### src/assert_macros.svh
// ----------------------------------------------------------------------------
// assert_macros.svh
// Clocked assertion helpers for the mixer RTL
// ----------------------------------------------------------------------------
`ifndef ASSERT_MACROS_SVH
`define ASSERT_MACROS_SVH

// condition holds at every clock edge outside reset
`define ASSERT_ALWAYS(lbl, cond, msg) \
  lbl: assert property (@(posedge clk_i) disable iff (!rst_ni) (cond)) else $error(msg);

// antecedent implies consequent in the same cycle
`define ASSERT_IMPL(lbl, ante, cons, msg) \
  lbl: assert property (@(posedge clk_i) disable iff (!rst_ni) (ante) |-> (cons)) \
    else $error(msg);

// antecedent implies consequent in the next cycle
`define ASSERT_NEXT(lbl, ante, cons, msg) \
  lbl: assert property (@(posedge clk_i) disable iff (!rst_ni) (ante) |=> (cons)) \
    else $error(msg);

`endif

### src/stnm_pkg.sv
// ----------------------------------------------------------------------------
// stnm_pkg
// Types and constants of the square tone and noise mixer
// ----------------------------------------------------------------------------
`default_nettype none

package stnm_pkg;

  typedef enum logic [2:0] {
    ST_IDLE,
    ST_DIV,
    ST_APPLY,
    ST_DRAW,
    ST_MIX,
    ST_OUT
  } state_e;

  typedef enum logic {
    REQ_SET  = 1'b0,
    REQ_TICK = 1'b1
  } req_e;

  localparam int unsigned  DIV_STEPS       = 16;
  localparam int unsigned  DIV_CNT_W       = 4;
  localparam logic [3:0]   DIV_LAST        = 4'(DIV_STEPS - 1);

  localparam logic [15:0]  SAMPLE_RATE_RST = 16'd44100;
  localparam logic [15:0]  LFSR_RST        = 16'hACE1;
  localparam logic [15:0]  SAMPLE_MAX      = 16'h7FFF;
  localparam logic [15:0]  SAMPLE_MIN      = 16'h8000;
  localparam logic [17:0]  NOISE_SPREAD    = 18'd75;

  // 150 * r built from shifts: 150 = 128 + 16 + 4 + 2
  function automatic logic [23:0] mul150(input logic [15:0] r);
    logic [23:0] rx;
    begin
      rx = {8'd0, r};
      mul150 = (rx << 7) + (rx << 4) + (rx << 2) + (rx << 1);
    end
  endfunction

  // volume * 5 as an 11-bit amplitude
  function automatic logic [10:0] mul5(input logic [7:0] v);
    logic [10:0] vx;
    begin
      vx = {3'd0, v};
      mul5 = (vx << 2) + vx;
    end
  endfunction

endpackage

`default_nettype wire

### src/square_tone_noise_mixer.sv
// ----------------------------------------------------------------------------
// square_tone_noise_mixer
// Multi-channel square-wave tone and noise generator with a saturating mixer
// ----------------------------------------------------------------------------
// Input channel (in_valid_i / in_stall_o) carries requests. req_type_i = 0
// programs channel_i with tone_freq_i and volume_i and returns nothing;
// req_type_i = 1 mixes all channels and returns one signed sample on the
// output channel (out_valid_o / out_stall_i, sample_o).
// A set request runs a bit-serial restoring divider (sample_rate / freq),
// one quotient bit per cycle, then an update step that writes the
// channel. A zero frequency or an out-of-range channel skips the
// divider.
// A sample request walks the channels one at a time (noise period draw,
// then mix for each channel), and then loads the output register.
// One request is worked on at a time; in_stall_o is high while busy.
// The output register holds a finished sample while out_stall_i is high and
// a new request may already be taken; a second sample waits for it.
// sample_rate is written through cfg_valid_i / cfg_ready_o while idle.
// Reset clears all channels, sets the sample rate to 44100 and the noise
// LFSR to 0xACE1; no clearing pass is needed.
// ----------------------------------------------------------------------------
`default_nettype none

`include "assert_macros.svh"

module square_tone_noise_mixer #(
  parameter int unsigned TONE_CHANNELS  = 3,
  parameter int unsigned NOISE_CHANNELS = 3
) (
  input  wire logic        clk_i,
  input  wire logic        rst_ni,
  // configuration write
  input  wire logic        cfg_valid_i,
  output logic             cfg_ready_o,
  input  wire logic [15:0] cfg_sample_rate_i,
  // request channel
  input  wire logic        in_valid_i,
  output logic             in_stall_o,
  input  wire logic        req_type_i,
  input  wire logic [2:0]  channel_i,
  input  wire logic [15:0] tone_freq_i,
  input  wire logic [7:0]  volume_i,
  // sample channel
  output logic             out_valid_o,
  input  wire logic        out_stall_i,
  output logic signed [15:0] sample_o
);

  localparam int unsigned ALL  = TONE_CHANNELS + NOISE_CHANNELS;
  localparam int unsigned CH_W = (ALL > 1) ? $clog2(ALL) : 1;
  localparam int unsigned NS   = (NOISE_CHANNELS > 0) ? NOISE_CHANNELS : 1;
  localparam int unsigned NK_W = (NS > 1) ? $clog2(NS) : 1;
  localparam logic [CH_W-1:0] CH_LAST = CH_W'(ALL - 1);
  localparam int unsigned DIV_CNT_W_L = stnm_pkg::DIV_CNT_W;

  // state and storage
  stnm_pkg::state_e state_q, state_d;

  logic [15:0]     sample_rate_q;
  logic [15:0]     lfsr_q;
  logic [15:0]     period_q [ALL];
  logic [10:0]     amp_q    [ALL];
  logic [16:0]     phase_q  [ALL];
  logic [17:0]     noise_q  [NS];

  logic [CH_W-1:0] ch_cnt_q;
  logic [CH_W-1:0] set_idx_q;
  logic [7:0]      vol_q;
  logic [15:0]     div_q;
  logic [15:0]     quo_q, quo_d;
  logic [16:0]     rem_q, rem_d;
  logic [DIV_CNT_W_L-1:0] bit_cnt_q;
  logic [15:0]     acc_q, acc_d;
  logic            out_valid_q, out_valid_d;
  logic [15:0]     sample_q;

  // handshakes
  logic in_xfer, cfg_xfer, out_xfer, out_load;
  logic is_set, set_in_range, freq_zero;

  assign in_stall_o  = (state_q != stnm_pkg::ST_IDLE);
  assign cfg_ready_o = (state_q == stnm_pkg::ST_IDLE);
  assign in_xfer     = in_valid_i && !in_stall_o;
  assign cfg_xfer    = cfg_valid_i && cfg_ready_o;
  assign out_xfer    = out_valid_q && !out_stall_i;
  assign out_valid_o = out_valid_q;
  assign sample_o    = $signed(sample_q);

  assign is_set       = (req_type_i == stnm_pkg::REQ_SET);
  assign set_in_range = ({2'b00, channel_i} < 5'(ALL));
  assign freq_zero    = (tone_freq_i == 16'd0);

  // channel read port, shared by set update, noise draw and mixing
  logic [CH_W-1:0] rd_idx;
  logic [15:0]     period_rd;
  logic [10:0]     amp_rd;
  logic [16:0]     phase_rd;
  logic            is_noise;
  logic [NK_W-1:0] nk;
  logic [17:0]     noise_rd;
  logic            active;

  assign rd_idx    = (state_q == stnm_pkg::ST_APPLY) ? set_idx_q : ch_cnt_q;
  assign period_rd = period_q[rd_idx];
  assign amp_rd    = amp_q[rd_idx];
  assign phase_rd  = phase_q[rd_idx];
  assign is_noise  = ({1'b0, ch_cnt_q} >= (CH_W + 1)'(TONE_CHANNELS));
  assign nk        = is_noise ? NK_W'(ch_cnt_q - CH_W'(TONE_CHANNELS)) : '0;
  assign noise_rd  = noise_q[nk];
  assign active    = (period_rd != 16'd0) && (amp_rd != 11'd0);

  // divider step: one quotient bit per cycle
  logic [16:0] rem_sh;
  logic [17:0] rem_diff;
  logic        rem_ge;

  assign rem_sh   = {rem_q[15:0], quo_q[15]};
  assign rem_diff = {1'b0, rem_sh} - {2'b00, div_q};
  assign rem_ge   = !rem_diff[17];

  // noise draw
  logic [15:0] lfsr_nx;
  logic [23:0] draw_prod;
  logic [17:0] draw_period;
  logic        draw_en;

  assign lfsr_nx     = {lfsr_q[0] ^ lfsr_q[2] ^ lfsr_q[3] ^ lfsr_q[5], lfsr_q[15:1]};
  assign draw_prod   = stnm_pkg::mul150(lfsr_nx);
  assign draw_period = {2'b00, period_rd} + {10'd0, draw_prod[23:16]}
                     - stnm_pkg::NOISE_SPREAD;
  assign draw_en     = (state_q == stnm_pkg::ST_DRAW) && is_noise && active
                     && (phase_rd == 17'd0);

  // mixing of one channel
  logic [17:0] cyc_len, cyc_half, ph_ext, ph_inc;
  logic        len_pos, in_first, in_second;
  logic [16:0] mix_sum;
  logic [15:0] mix_sat;
  logic [16:0] phase_nx;

  assign cyc_len   = is_noise ? noise_rd : {2'b00, period_rd};
  assign len_pos   = !cyc_len[17] && (cyc_len != 18'd0);
  assign cyc_half  = {1'b0, cyc_len[17:1]};
  assign ph_ext    = {1'b0, phase_rd};
  assign ph_inc    = ph_ext + 18'd1;
  assign in_first  = len_pos && (ph_ext < cyc_half);
  assign in_second = len_pos && !in_first && (ph_ext < cyc_len);
  assign phase_nx  = (!len_pos || (ph_inc >= cyc_len)) ? 17'd0 : ph_inc[16:0];

  always_comb begin
    mix_sum = {acc_q[15], acc_q};
    if (in_first) begin
      mix_sum = {acc_q[15], acc_q} + {6'd0, amp_rd};
    end else if (in_second) begin
      mix_sum = {acc_q[15], acc_q} - {6'd0, amp_rd};
    end
    if (mix_sum[16] != mix_sum[15]) begin
      mix_sat = mix_sum[16] ? stnm_pkg::SAMPLE_MIN : stnm_pkg::SAMPLE_MAX;
    end else begin
      mix_sat = mix_sum[15:0];
    end
  end

  // set update
  logic        per_change;
  logic [10:0] new_amp;

  assign per_change = (quo_q != period_rd);
  assign new_amp    = (quo_q == 16'd0) ? 11'd0 : stnm_pkg::mul5(vol_q);

  // next state
  always_comb begin
    state_d = state_q;
    unique case (state_q)
      stnm_pkg::ST_IDLE: begin
        if (in_xfer) begin
          if (!is_set) begin
            state_d = stnm_pkg::ST_DRAW;
          end else if (!set_in_range) begin
            state_d = stnm_pkg::ST_IDLE;
          end else if (freq_zero) begin
            state_d = stnm_pkg::ST_APPLY;
          end else begin
            state_d = stnm_pkg::ST_DIV;
          end
        end
      end
      stnm_pkg::ST_DIV: begin
        if (bit_cnt_q == stnm_pkg::DIV_LAST) begin
          state_d = stnm_pkg::ST_APPLY;
        end
      end
      stnm_pkg::ST_APPLY: state_d = stnm_pkg::ST_IDLE;
      stnm_pkg::ST_DRAW:  state_d = stnm_pkg::ST_MIX;
      stnm_pkg::ST_MIX: begin
        state_d = (ch_cnt_q == CH_LAST) ? stnm_pkg::ST_OUT : stnm_pkg::ST_DRAW;
      end
      stnm_pkg::ST_OUT: begin
        if (!out_valid_q || !out_stall_i) begin
          state_d = stnm_pkg::ST_IDLE;
        end
      end
      default: state_d = stnm_pkg::ST_IDLE;
    endcase
  end

  // outputs of the sequencer
  always_comb begin
    quo_d       = quo_q;
    rem_d       = rem_q;
    acc_d       = acc_q;
    out_load    = 1'b0;
    out_valid_d = out_valid_q && !out_xfer;
    unique case (state_q)
      stnm_pkg::ST_IDLE: begin
        if (in_xfer) begin
          quo_d = freq_zero ? 16'd0 : sample_rate_q;
          rem_d = 17'd0;
          acc_d = 16'd0;
        end
      end
      stnm_pkg::ST_DIV: begin
        rem_d = rem_ge ? rem_diff[16:0] : rem_sh;
        quo_d = {quo_q[14:0], rem_ge};
      end
      stnm_pkg::ST_MIX: begin
        if (active) begin
          acc_d = mix_sat;
        end
      end
      stnm_pkg::ST_OUT: begin
        if (!out_valid_q || !out_stall_i) begin
          out_load    = 1'b1;
          out_valid_d = 1'b1;
        end
      end
      default: begin
      end
    endcase
  end

  // control registers
  always_ff @(posedge clk_i or negedge rst_ni) begin
    if (!rst_ni) begin
      state_q       <= stnm_pkg::ST_IDLE;
      out_valid_q   <= 1'b0;
      sample_rate_q <= stnm_pkg::SAMPLE_RATE_RST;
      lfsr_q        <= stnm_pkg::LFSR_RST;
      ch_cnt_q      <= '0;
      bit_cnt_q     <= '0;
    end else begin
      state_q     <= state_d;
      out_valid_q <= out_valid_d;
      if (cfg_xfer) begin
        sample_rate_q <= cfg_sample_rate_i;
      end
      if (draw_en) begin
        lfsr_q <= lfsr_nx;
      end
      if (in_xfer) begin
        ch_cnt_q  <= '0;
        bit_cnt_q <= '0;
      end else begin
        if (state_q == stnm_pkg::ST_MIX) begin
          ch_cnt_q <= ch_cnt_q + CH_W'(1);
        end
        if (state_q == stnm_pkg::ST_DIV) begin
          bit_cnt_q <= bit_cnt_q + DIV_CNT_W_L'(1);
        end
      end
    end
  end

  // channel state, cleared by reset
  always_ff @(posedge clk_i or negedge rst_ni) begin
    if (!rst_ni) begin
      for (int i = 0; i < ALL; i++) begin
        period_q[i] <= 16'd0;
        amp_q[i]    <= 11'd0;
        phase_q[i]  <= 17'd0;
      end
      for (int j = 0; j < NS; j++) begin
        noise_q[j] <= 18'd0;
      end
    end else begin
      if (state_q == stnm_pkg::ST_APPLY) begin
        if (per_change) begin
          period_q[rd_idx] <= quo_q;
          phase_q[rd_idx]  <= 17'd0;
        end
        amp_q[rd_idx] <= new_amp;
      end
      if ((state_q == stnm_pkg::ST_MIX) && active) begin
        phase_q[rd_idx] <= phase_nx;
      end
      if (draw_en) begin
        noise_q[nk] <= draw_period;
      end
    end
  end

  // datapath registers
  always_ff @(posedge clk_i) begin
    quo_q <= quo_d;
    rem_q <= rem_d;
    acc_q <= acc_d;
    if (in_xfer) begin
      set_idx_q <= CH_W'(channel_i);
      vol_q     <= volume_i;
      div_q     <= tone_freq_i;
    end
    if (out_load) begin
      sample_q <= acc_q;
    end
  end

  // conditions watched by the assertions
  logic div_last, tone_mix;

  assign div_last = (state_q == stnm_pkg::ST_DIV) && (bit_cnt_q == stnm_pkg::DIV_LAST);
  assign tone_mix = (state_q == stnm_pkg::ST_MIX) && !is_noise && active;

  `ASSERT_ALWAYS(a_lfsr_nonzero, lfsr_q != 16'd0, "noise lfsr reached the all-zero lock state")
  `ASSERT_NEXT(a_div_done, div_last, state_q == stnm_pkg::ST_APPLY, "divider overran")
  `ASSERT_IMPL(a_tone_phase, tone_mix, phase_rd < period_rd, "tone phase outside its period")
  `ASSERT_IMPL(a_out_rise, $rose(out_valid_q), $past(out_load), "sample without a finished mix")

endmodule

`default_nettype wire
### config.mk
export PLATFORM = sky130hd
export DESIGN_NAME = square_tone_noise_mixer
export DESIGN_NICKNAME = d
export VERILOG_FILES = /design/src/stnm_pkg.sv /design/src/square_tone_noise_mixer.sv
export VERILOG_INCLUDE_DIRS = /design/src /design/src/src
export SDC_FILE = /design/constraint.sdc
export NUM_CORES = 1
export LEC_CHECK = 0
export ABC_AREA = 1
export BUFFER_PORTS_ARGS = -buffer_cell sky130_fd_sc_hd__buf_2
export CAP_MARGIN = 20
export CELL_PAD_IN_SITES_DETAIL_PLACEMENT = 1
export CELL_PAD_IN_SITES_GLOBAL_PLACEMENT = 1
export CORE_ASPECT_RATIO = 0.8
export CORE_MARGIN = 2
export CORE_UTILIZATION = 53
export DETAILED_ROUTE_END_ITERATION = 8
export GPL_TIMING_DRIVEN = 0
export HOLD_SLACK_MARGIN = 0.12
export PLACE_DENSITY_LB_ADDON = 0.1
export SYNTH_ARGS = -nofsm -noshare
export SYNTH_HDL_FRONTEND = slang
export SYNTH_SLANG_ARGS = --single-unit
### constraint.sdc
create_clock -name clk_i -period 11.36 [get_ports clk_i]
set_input_delay 1.704 -clock clk_i [delete_from_list [all_inputs] [get_ports clk_i]]
set_output_delay 1.704 -clock clk_i [all_outputs]
set_load 0.02 [all_outputs]
# After elaboration in Yosys (flattened, before gate mapping)
# Index checks and enable logic that the tools add are counted.
# classes
reduce_logical	42
add_sub_neg	13
bitwise_logic	7
n_mux	61
eq_ne	14
order_cmp	9
# ops
operator	n
102-bit two-way mux	3
16-bit two-way mux	11
102-bit bitwise AND	1
102-bit bitwise mux	1
17-bit two-way mux	6
102-bit NOT	1
96-bit bitwise mux	1
16-bit case mux with 2 select lines	3
18-bit two-way mux	4
66-bit bitwise mux	1
54-bit bitwise mux	1
17-bit binary-select mux with 3-bit select	1
17-bit demux with 3-bit select	1
16-bit binary-select mux with 3-bit select	1
16-bit demux with 3-bit select	1
11-bit two-way mux	4
18-bit binary-select mux with 2-bit select	1
18-bit demux with 2-bit select	1
11-bit binary-select mux with 3-bit select	1
11-bit demux with 3-bit select	1
16-bit logical NOT	2
23-bit by 20-bit adder with 24-bit output	1
24-bit by 17-bit adder with 24-bit output	1
24-bit by 18-bit adder with 24-bit output	1
other kinds (49)	96
# totals
input_bits	49
reg_bits	452
word_cells	181
output_inout_bits	19

# Longest topological paths before layout
# logic_depth
depth_word	19
mapped_depth	37
mapped_depth_nobuf	37

# Worst setup path before layout
# OpenSTA, ideal clock, no wires.
# synth_path
path_kind	flip-flop to flip-flop
start	reg lfsr_q[5]
end	reg noise_q[16] (netlist bit)
path_stages_with_launch	36
arrival_time_ns	5.241
t_required_ns	11.240
setup_ns	0.120
path_slack_ns	5.999
path_cell_list	dfstp_2 -> inv_1 -> fa_1 -> fa_1 -> inv_1 -> ha_1 -> a21oi_1 -> o21ai_0 -> a21oi_1 -> nor3_1 -> o21ai_0 -> nand2_1 -> a21boi_0 -> xor2_1 -> inv_1 -> ha_1 -> ha_1 -> nand2_1 -> nor2_1 -> a211oi_1 -> o21ai_0 -> nand2_1 -> nand2_1 -> nand2_1 -> nand2_1 -> nand2_1 -> nand2_1 -> nand2_1 -> nand2_1 -> nand2_1 -> nand2_1 -> a21oi_1 -> xor2_1 -> nand2_1 -> o21ai_0 -> inv_1
# synth_between
elab_chain_cells	7
# synth_rtl
element	line	text
start: declaration	square_tone_noise_mixer.sv:60	logic [15:0] lfsr_q;
start signal: assignment	square_tone_noise_mixer.sv:248	lfsr_q <= stnm_pkg::LFSR_RST;
start signal: assignment	square_tone_noise_mixer.sv:258	lfsr_q <= lfsr_nx;
1-bit bitwise XOR	square_tone_noise_mixer.sv:127	assign lfsr_nx = {lfsr_q[0] ^ lfsr_q[2] ^ lfsr_q[3] ^ lfsr_q[5], lfsr_q[15:1]};
23-bit by 20-bit adder with 24-bit output	stnm_pkg.sv:38	mul150 = (rx << 7) + (rx << 4) + (rx << 2) + (rx << 1);
24-bit by 18-bit adder with 24-bit output	stnm_pkg.sv:38	
24-bit by 17-bit adder with 24-bit output (*)	stnm_pkg.sv:38	
16-bit by 8-bit adder with 17-bit output (*)	square_tone_noise_mixer.sv:129	assign draw_period = {2'b00, period_rd} + {10'd0, draw_prod[23:16]}
17-bit by 7-bit subtractor with 18-bit output (*)	square_tone_noise_mixer.sv:130	- stnm_pkg::NOISE_SPREAD;
54-bit bitwise mux (*)	square_tone_noise_mixer.sv:297	noise_q[nk] <= draw_period;
end signal: indexed assignment	square_tone_noise_mixer.sv:297	
end: declaration	square_tone_noise_mixer.sv:64	logic [17:0] noise_q [NS];
# Mark *: on every way between the ends. The rest lies on a longest branch, timed or not.
# A chain may end at the register's enable or synchronous reset.

# Worst setup path after layout
# Ends and elaborated chain as after synthesis.

==> impl_metrics.tcl <==
set metrics [dict create \
    crit_type "reg2reg" \
    worstReg2RegStart "lfsr_q[5]" \
    ys_types 65 \
    maxSlewViolCount 0 \
    postCtsSetupBuffers 0 \
    dieArea_um2 52000 \
    vias 23591 \
    grt_pass1_vias 24982 \
    layout.nets 3471 \
    drc 0 \
    fmax_mhz 147 \
    arrival_ns 7.30 \
    synthTopCellsByArea "dfrtp_1 (33%), nand2_1 (11%), edfxtp_1 (10%)" \
    post-route-period-util 0.600 \
    pre_cts_ws_ns 4.69 \
    placed_area_um2 28000 \
    synth_edf_count 91 \
    wire_per_inst_um 23.1 \
    synth-seq-cells 452 \
    final_antenna_net_count 0 \
    hp-class "reg2reg" \
    wl_um 91200 \
    yosysWarnings 0 \
    cp_data_required_time_ns 11.84 \
    syn_area_um2 26600 \
    grt_first_pass_wirelength_um 142000 \
    overflow 0 \
    grt_usage 0.355 \
    hpwlAfterDp_um 67500 \
    synthCells 3111 \
    min_path_cells 0 \
    finalSetupViolations 0 \
    rsz0062_at_grt "false" \
    r2r_cells 36 \
    antenna_found_initial 0 \
    finalInstanceArea_um2 29700 \
    cts_buffers 49 \
    synthFlopType "dfrtp_1" \
    start_kind "flop" \
    io_pins 68 \
    area_growth_syn_to_layout_pct 11.5 \
    num-fill-cells 5947 \
    cts_buffer_depth 3 \
    globalplace.congestion 0.932 \
    synth_most_common_cell "nand2_1" \
    clock_latency_ns 0.61 \
    multiInputGateArea_um2 12900 \
    critPathMaxFanout 5 \
    cp_slowest_cell "dfstp_2" \
    via_per_inst 5.97 \
    crit_end "noise_q[16]" \
    rows 73 \
    cts_hold_buf 0 \
    worst-r2r-setup-slack_ns 4.54 \
    syn_nets 3346 \
    first_pass_iters 5 \
    cts_max_level 2 \
    finalSetupTns_ns 0 \
    status "complete, no violations" \
    initial_core_util 0.537 \
    finalHoldViolations 0 \
    hold_start "acc_q[11]" \
    yosysSeqAreaShare 0.443 \
    ys_top_cells_by_count "nand2_1 (787), dfrtp_1 (347), inv_1 (278)" \
    holdWs_ns 0.473 \
    coreArea_um2 49600 \
    fin_skew_ns 0.0244 \
    die_w_um 255 \
    tightest_slew_ns 0.899 \
    slew_headroom 0.399 \
    drive_gt1_frac 0.121 \
    dr.first_iter.drc_count 1954 \
    synth_area_leader_cell "dfrtp_1" \
    port_buffers 67 \
    worstReg2RegEnd "noise_q[16]" \
    endpoint_kind "flop" \
    path_clk_slew_ns 0.06 \
    cts_resized 0 \
    synthArstFlopShare 0.799 \
    cts-root-buf "clkbuf_16" \
    yosys.area.top_type_share 0.326 \
    cp-startpoint "lfsr_q[5]" \
    syn_avg_cell_area_um2 8.55 \
    cap_viol_max_count 0 \
    cts.sinks 452 \
    grt_max_degree 120 \
    cp_common_cell "nand2_1" \
    die_h_um 204 \
    seq_area_um2 11800 \
    cts_tree "done" \
    max_stage_delay_ns 0.56 \
    fin_ws_ns 4.54 \
    layout_min_cycle_time_ns 6.82 \
]
==> stage by stage <==
step / cells / util
2_1_floorplan: 3111 / -
3_3_place_gp: 3853 / 0.560
3_5_place_dp: 3860 / 0.564
4_1_cts: 3951 / 0.598
5_1_grt: 3951 / 0.598
6_report: 3952 / 0.598
==> flip-flops by register name, indices dropped and copies added, names as in the netlist, 4 cells and up <==
| name | cells |
|---|---|
| acc_q | 16 |
| amp_q | 66 |
| bit_cnt_q | 4 |
| div_q | 16 |
| lfsr_q | 16 |
| noise_q | 54 |
| period_q | 96 |
| phase_q | 102 |
| quo_q | 16 |
| rem_q | 16 |
| sample_o | 16 |
| sample_rate_q | 16 |
| vol_q | 8 |
==> final cells by class <==
class                      count  share of cell area
sequential                   452               0.397
timing repair buffer          74              0.0173
multi-input combinational   2227               0.435
clock inverter                19             0.00785
antenna                        1           0.0000844
buffer                       132              0.0267
clock buffer                  72              0.0487
tap                          675              0.0285
inverter                     300              0.0383
==> layout by cell type, fill, tap and decap left out, types with 8 or more instances in the layout <==
cell type  Yosys  layout
fa_1          29      29
nand2_1      787     787
clkbuf_8       0       9
dfrtp_1      347     347
dfstp_2       14      14
buf_2         34     100
o21ai_0      262     261
o221ai_1      13      13
edfxtp_1      91      91
clkbuf_16      0      51
buf_4         26      26
inv_2         16      16
xor2_1        67      67
nor3_1        26      26
o21bai_1       8       8
xnor2_1       19      19
o22ai_1       31      31
o21ai_1      122     122
nor2_4         7       8
a21oi_1      107     106
nor2_2        13      13
nand3_1      147     147
nor2_1       203     202
nand4_1       37      37
o22a_1        10      10
nand2_2       12      12
buf_6         21      21
clkbuf_1      48      60
inv_1        278     278
mux2_2        59      59
ha_1         157     157
==> per-layer routing <==
layer  global-route usage  vias to the layer above  routed length (um)
li1                     -                    10580                   -
met5                    0                        -                   0
met1                0.487                    11966               39600
met4                0.115                        0                2610
met3               0.0571                      180                6680
met2                0.577                      865               42300
==> worst min path at each step <==
stage | end | slack [ns]
global route | sample_o[11] | 0.50
floorplan | sample_o[11] | 0.42
finish | sample_o[11] | 0.47
global placement | sample_o[11] | 0.44
CTS | sample_o[11] | 0.48
detailed placement | sample_o[11] | 0.46
==> cell families (layout without fill, tap and decap cells) <==
family,count (synthesis),count (layout),synth area share
adders and majority gates,186,186,0.0956
and+or+nand+nor,1296,1296,0.212
DFF,452,452,0.443
xor gates and xnor gates,86,86,0.0283
AOI/OAI and AO/OA,599,599,0.124
muxes,60,60,0.0253
other,0,1,0
buffers and inverters,432,597,0.0725
==> critical path, delay by kind of cell (launching register included) <==
family                   cells  cell delay, ns
adder cells (fa/ha/maj)      5            1.79
XOR/XNOR                     2            0.64
buffers and inverters        4            0.30
AND/OR/NAND/NOR             15            1.31
flip-flops                   1            0.56
AO/OA/AOI/OAI               10            2.07
Power is not shown: default switching activity piles up to over one toggle a cycle in this logic, so the estimate is an artifact.
